**src/sem_pkg.sv**
```systemverilog
// Shared types and constants for the Sobel edge magnitude block.
package sem_pkg;

  localparam int MAX_WIDTH_DEF  = 1024;
  localparam int MAX_HEIGHT_DEF = 1024;

  localparam int CFG_DW = 11;
  localparam int CFG_IW = 1;
  localparam logic [CFG_IW-1:0] CFG_IDX_WIDTH  = 1'b0;
  localparam logic [CFG_IW-1:0] CFG_IDX_HEIGHT = 1'b1;
  localparam logic [CFG_DW-1:0] RESET_WIDTH  = 11'd640;
  localparam logic [CFG_DW-1:0] RESET_HEIGHT = 11'd480;

  localparam logic OP_PIXEL = 1'b0;
  localparam logic OP_DRAIN = 1'b1;

  localparam int PIX_W = 24;
  localparam int CH_W  = 8;
  localparam logic [CH_W-1:0] MAG_SAT = 8'd255;
  // 4*n at or above 511^2 saturates the magnitude
  localparam logic [22:0] FOUR_SAT = 23'd261121;

  typedef enum logic [2:0] {
    ST_IDLE,
    ST_UPDATE,
    ST_GRAD,
    ST_SQUARE,
    ST_ROOT,
    ST_DONE
  } state_t;

  typedef struct packed {
    logic       load_grad;
    logic       load_sq;
    logic       root_step;
    logic [2:0] bit_idx;
  } lane_ctl_t;

endpackage

```
**src/sem_lane.sv**
```systemverilog
// One color lane: Sobel gradients, squared sum, bit-serial rounded square root.
module sem_lane (
  input  logic                                 clk,
  input  sem_pkg::lane_ctl_t                   ctl,
  input  logic [8:0][sem_pkg::CH_W-1:0]        pix,
  output logic [sem_pkg::CH_W-1:0]             mag
);

  logic signed [11:0] gx_r, gy_r;
  logic [22:0]        four_r;
  logic [7:0]         k_r;
  logic               sat_r;

  logic [10:0] gx_pos, gx_neg, gy_pos, gy_neg;
  logic signed [23:0] gx2, gy2;
  logic [23:0] sum;
  logic [7:0]  t;
  logic [8:0]  odd;
  logic [17:0] odd_sq;

  // pix index is row*3 + column
  always_comb begin
    gx_pos = 11'(pix[2]) + {2'b0, pix[5], 1'b0} + 11'(pix[8]);
    gx_neg = 11'(pix[0]) + {2'b0, pix[3], 1'b0} + 11'(pix[6]);
    gy_pos = 11'(pix[6]) + {2'b0, pix[7], 1'b0} + 11'(pix[8]);
    gy_neg = 11'(pix[0]) + {2'b0, pix[1], 1'b0} + 11'(pix[2]);
    gx2    = gx_r * gx_r;
    gy2    = gy_r * gy_r;
    sum    = $unsigned(gx2) + $unsigned(gy2);
    t      = k_r | (8'd1 << ctl.bit_idx);
    odd    = {t, 1'b0} - 9'd1;
    odd_sq = odd * odd;
  end

  always_ff @(posedge clk) begin
    if (ctl.load_grad) begin
      gx_r <= $signed({1'b0, gx_pos}) - $signed({1'b0, gx_neg});
      gy_r <= $signed({1'b0, gy_pos}) - $signed({1'b0, gy_neg});
    end
    if (ctl.load_sq) begin
      four_r <= {sum[20:0], 2'b00};
      sat_r  <= {sum[20:0], 2'b00} >= sem_pkg::FOUR_SAT;
      k_r    <= '0;
    end else if (ctl.root_step) begin
      if ({5'b0, odd_sq} <= four_r) begin
        k_r <= t;
      end
    end
  end

  assign mag = sat_r ? sem_pkg::MAG_SAT : k_r;

endmodule

```
**config.mk**
```make
export PLATFORM = sky130hd
export DESIGN_NAME = sem_lane
export DESIGN_NICKNAME = d
export VERILOG_FILES = /design/src/sem_pkg.sv /design/src/sem_lane.sv
export SDC_FILE = /design/constraint.sdc
export NUM_CORES = 1
export LEC_CHECK = 0
export BUFFER_PORTS_ARGS = -buffer_cell sky130_fd_sc_hd__buf_4
export CORE_AREA = 2 2 170 172
export DETAILED_ROUTE_END_ITERATION = 8
export DIE_AREA = 0 0 172 174
export PLACE_DENSITY = 0.74
export RECOVER_POWER = 50
export SETUP_SLACK_MARGIN = 0.3
export SYNTH_ARGS = -nofsm -noshare
export SYNTH_HDL_FRONTEND = slang
export SYNTH_SLANG_ARGS = --single-unit
```
**constraint.sdc**
```tcl
create_clock -name clk -period 10.1 [get_ports clk]
set_input_delay 0.505 -clock clk [delete_from_list [all_inputs] [get_ports clk]]
set_output_delay 0.505 -clock clk [all_outputs]
set_load 0.02 [all_outputs]
```
After elaboration in Yosys (flattened, before gate mapping)
Index checks and enable logic that the tools add are counted.
{ "word_totals": {"ff_bits": 54, "latch_bits": 0, "mem_bits_rw": 0, "romBits": 0, "inputBits": 79, "memories": 0} }
{ "classes": {"add_sub_neg": 12, "multipliers": 3, "div": 0, "magnitude_cmp": 2, "eq_ne": 0, "shift": 1, "n_mux": 1, "n_bitwise": 1, "n_reduce_logical": 1} }
{ "ops": {"columns": ["cell", "n"], "rows": [
  ["$add A10 B8 Y11", 4],
  ["$mul A12 B12 Y21", 2],
  ["$add A8 B9 Y10", 4],
  ["$sub A11 B11 Y12", 2],
  ["$ge A23 B18 Y1 const B", 1],
  ["$le A18 B23 Y1", 1],
  ["$add A21 B21 Y21", 1],
  ["$mul A9 B9 Y18", 1],
  ["$sub A9 B1 Y9 const B", 1],
  ["$mux W8", 1],
  ["$or A8 B8 Y8", 1],
  ["$shl A1 B3 Y8 const A", 1],
  ["$reduce_and A2 Y1", 1]
]} }

Depth between registers and ports, before layout
{ "depth": {"word_depth": 6, "mapped_depth": 34, "ltp_nobuf": 33} }

Worst setup path after synthesis
OpenSTA, ideal clock, no wires.
{ "synth_path": {"path_type": "in2reg", "start": "input port ctl[0] (netlist bit)", "end": "register k_r[2]", "setup_ns": 0.148, "arrival_time_ns": 6.987, "required_time_ns": 9.952, "slack_ns": 2.966, "stages": 31, "n_path_buf": 1, "path_cell_list": "clkbuf_1 > nor3_1 > nor2_1 > ha_1 > nand2_1 > a22o_1 > a21oi_1 > inv_1 > nand2_1 > fa_1 > inv_1 > fa_1 > inv_1 > fa_1 > fa_1 > inv_1 > ha_1 > a21oi_1 > nor2b_1 > o21a_1 > o311a_1 > nor3_1 > xnor2_1 > ha_1 > nand4_1 > nor2_1 > nor2_1 > a21boi_0 > o21ai_0 > a31oi_1 > o22ai_1"} }
{ "synth_via": {"elab_chain_cells": 6} }
{ "synth_lines": {"columns": ["item", "line", "source"], "rows": [
  ["start: declaration", "sem_lane.sv:4", "input sem_pkg::lane_ctl_t ctl,"],
  ["$shl A1 B3 Y8 *", "sem_lane.sv:30", "t = k_r | (8'd1 << ctl.bit_idx);"],
  ["$or A8 B8 Y8 *", "sem_lane.sv:30", null],
  ["$sub A9 B1 Y9", "sem_lane.sv:31", "odd = {t, 1'b0} - 9'd1;"],
  ["$mul A9 B9 Y18", "sem_lane.sv:32", "odd_sq = odd * odd;"],
  ["$le A18 B23 Y1", "sem_lane.sv:45", "if ({5'b0, odd_sq} <= four_r) begin"],
  ["$reduce_and A2 Y1 (no line)", null, null],
  ["end signal: assignment", "sem_lane.sv:46", "k_r <= t;"],
  ["end: declaration", "sem_lane.sv:11", "logic [7:0] k_r;"]
]} }
Every way passes the cells marked *; elsewhere a longest branch is shown, timed or not.
A chain may end at the register's enable or synchronous reset.

Final worst setup path
{ "layout_path": {"start": "input port ctl[0] (netlist bit)", "end": "register k_r[4]"} }
The elaborated chain is that of the path after synthesis.

==> results.md <==
- Time the worst path needs with I/O delays and setup: 8.04 ns
- Die area: 29900 sq um
- RR Endpoint: k_r[4]$_SDFFE_PP0P_
- DR WL met3: 1.16 mm
- Seq cells post-synth: 54
- DRC Markers: 0
- Setup Skew: 0.0177 ns
- Worst slew pin tran: 1.67 ns
- Final net count: 2181
- Outcome: finished with violations
- R2R cell count: 29
- Drt wl/cell: 14.7 um
- Max clock buf depth: 2
- Syn_area_per_cell: 9.78 sq um
- Arr. time, crit path: 8.18 ns
- Share of cells above drive strength 1: 6.16%
- GRT overflow: 0
- CP max stage cell: a31oi_1
- Final WL: 29.2 mm
- Hold slack: 0.477 ns
- RSZ-0062 raised after global routing: no
- Max Slew Vio Count: 35
- Vias/cell: 5.07
- Hold_buf cts: 0
- Setup TNS: 0 ns
- CP endpoint kind: register
- Via count: 10100
- Req. time, crit path: 10.24 ns
- R2R Path Start: k_r[0]$_SDFFE_PP0P_
- Layout area overhead: 7.13%
- First-pass GRT wire length: 52.0 mm
- # fillers: 2466
- Part of the Yosys area used for sequential elements: 10.2%
- Synth unique cells: 54
- Largest net degree at the start of global routing: 35
- Post-Synthesis Net Count: 2128
- Worst rel slew slack: -11.6%
- Initial antenna violation count: 0
- Flop2flop setup slack: 2.11 ns
- DRT antenna net count: 0
- Cell Area, Synth: 15200 sq um
- Vias in the first global route: 11300
- Drt pass-1 iters: 5
- Die width: 172 um
- Crit-path max cell delay: 0.66 ns
- Area taken by multi-input logic gates: 11800 sq um
- Final Hold Viols: 0
- Uppermost layer routed: met4
- Register area: 1540 sq um
- Worst Path Max Fanout: 13
- Clock transition at path regs: 0.08 ns
- Post-synth top flop: edfxtp_1
- Ports: 87
- Max-cap violations: 1
- Starting DRT DRC Count: 358
- Post-cts resize count: 0
- N_diodes: 0
- WS Path Type: primary input to register
- CTS H-tree lvls: 2
- Worst min path class: primary input to register
- WL met1: 12.0 mm
- Met2 wire length: 15.3 mm
- EDFF count, synth: 46
- Finish-stage setup viols: 0
- Clk_lat worst skew: 0.31 ns
- Critical path startpoint: ctl[0]
- CTS buffer count: 5
- Core Area: 28200 sq um
- Die Y: 174 um
- Initial Utilization: 53.8%
- Failing checks: max-capacitance violations, max-slew violations
- Aggregate global-route resource usage: 21.7%
- Fmax: 124 MHz
- Post-CTS setup buffers: 0
- IO buf count: 78
- Row count: 62
- CP endpoint: k_r[4]$_SDFFE_PP0P_
- Clock Tree Root: clkbuf_16
- Gpl congestion: 0.843
- Post-DP HPWL: 25.7 mm
- Critical Path Source Type: primary input
- CTS Sinks: 54
- Fin crit share: 79.6%
- CTS tree: done
- Synth Warn #: 0
- Gate Count Post-Synth: 1552
- Post-synth ARST share: 0%
[critical path, delay by kind of cell]
kind | cells | cell delay (ns)
and+or+nand+nor | 9 | 1.29
adders and majority gates | 7 | 2.85
buffers and inverters | 5 | 0.60
xor gates and xnor gates | 1 | 0.14
AOI/OAI and AO/OA | 9 | 2.76
[Yosys cell counts, types with 3 or more instances]
master | n | share of area, %
a21boi_0 | 4 | 0.20
o41ai_1 | 3 | 0.17
nand2_1 | 95 | 2.3
or2_2 | 13 | 0.54
o21ai_0 | 25 | 0.82
o311a_1 | 3 | 0.20
nor3_1 | 9 | 0.30
xnor2_1 | 60 | 3.5
nor2_1 | 59 | 1.5
o21a_1 | 6 | 0.30
a31oi_1 | 5 | 0.21
a21oi_1 | 28 | 0.92
inv_1 | 456 | 11
o22ai_1 | 9 | 0.37
nand2b_1 | 10 | 0.41
nand4_1 | 3 | 0.12
and2_1 | 77 | 3.2
edfxtp_1 | 46 | 9.1
nand3_1 | 11 | 0.36
xor2_1 | 14 | 0.81
nor2b_1 | 23 | 0.95
or3_1 | 6 | 0.25
a211oi_1 | 3 | 0.15
or4_1 | 4 | 0.20
a21o_1 | 10 | 0.49
o31ai_1 | 3 | 0.15
dfxtp_1 | 8 | 1.1
clkbuf_1 | 30 | 0.74
ha_1 | 158 | 13
and3_1 | 3 | 0.12
fa_1 | 339 | 45
[layout make-up]
type	count	share of cell area (%)
tap	384	2.95
multi-input combinational	1009	72.6
clock buffer	6	0.923
timing repair buffer	78	3.42
sequential	54	9.48
clock inverter	2	0.108
inverter	457	10.5
[placed cells by master (no fill, tap or decap), drive strengths merged, types with 11 or more instances in the layout]
cell type / count
buf: 70
ha: 158
fa: 339
inv: 458
and2: 77
a21oi: 29
o21ai: 25
xnor2: 60
clkbuf: 14
nor2b: 23
nor2: 59
nand3: 11
edfxtp: 46
nand2: 95
xor2: 14
or2: 14
[per-layer routing]
metal | vias up | global-route usage (%)
met5 | - | 0
met4 | 0 | 4.94
met3 | 50 | 2.73
met2 | 209 | 39.3
met1 | 5105 | 27.6
li1 | 4722 | -
[flip-flops by register name, indices dropped and copies added, names as in the netlist]
signal	cells
four_r	21
gy_r	12
k_r	8
gx_r	12
sat_r	1
[worst min-delay path by stage]
stage	from	slack, ns	endpoint	cells after the start
detailed placement	k_r[7]$_SDFFE_PP0P_	0.50	k_r[7]$_SDFFE_PP0P_	2
finish	ctl[3]	0.48	k_r[0]$_SDFFE_PP0P_	3
floorplan	k_r[7]$_SDFFE_PP0P_	0.44	k_r[7]$_SDFFE_PP0P_	2
global route	ctl[3]	0.49	k_r[0]$_SDFFE_PP0P_	3
global placement	k_r[7]$_SDFFE_PP0P_	0.50	k_r[7]$_SDFFE_PP0P_	2
CTS	ctl[3]	0.48	k_r[0]$_SDFFE_PP0P_	3
[through the flow]
step                      utilization, %  setup slack [ns]  area [sq um]  std cells
after floorplan                        -              2.97         15200       1552
after global placement              57.1              1.96         16100       1982
after detailed placement            57.1              1.71         16100       1982
after CTS                           57.7              2.05         16300       1990
after global routing                57.6              1.44         16300       1990
final                               57.6              2.06         16300       1990
[cells by family after synthesis]
family	synth area share (%)
adder cells (fa/ha/maj)	57.7
buffers and inverters	12.1
AND/OR/NAND/NOR	10.4
AO/OA/AOI/OAI	5.26
XOR/XNOR	4.27
flip-flops	10.2
multiplexers	0.0742
Power is left out: the tool's default activity adds up to more than one toggle a clock period on the data nets, which glitch-free logic cannot reach.
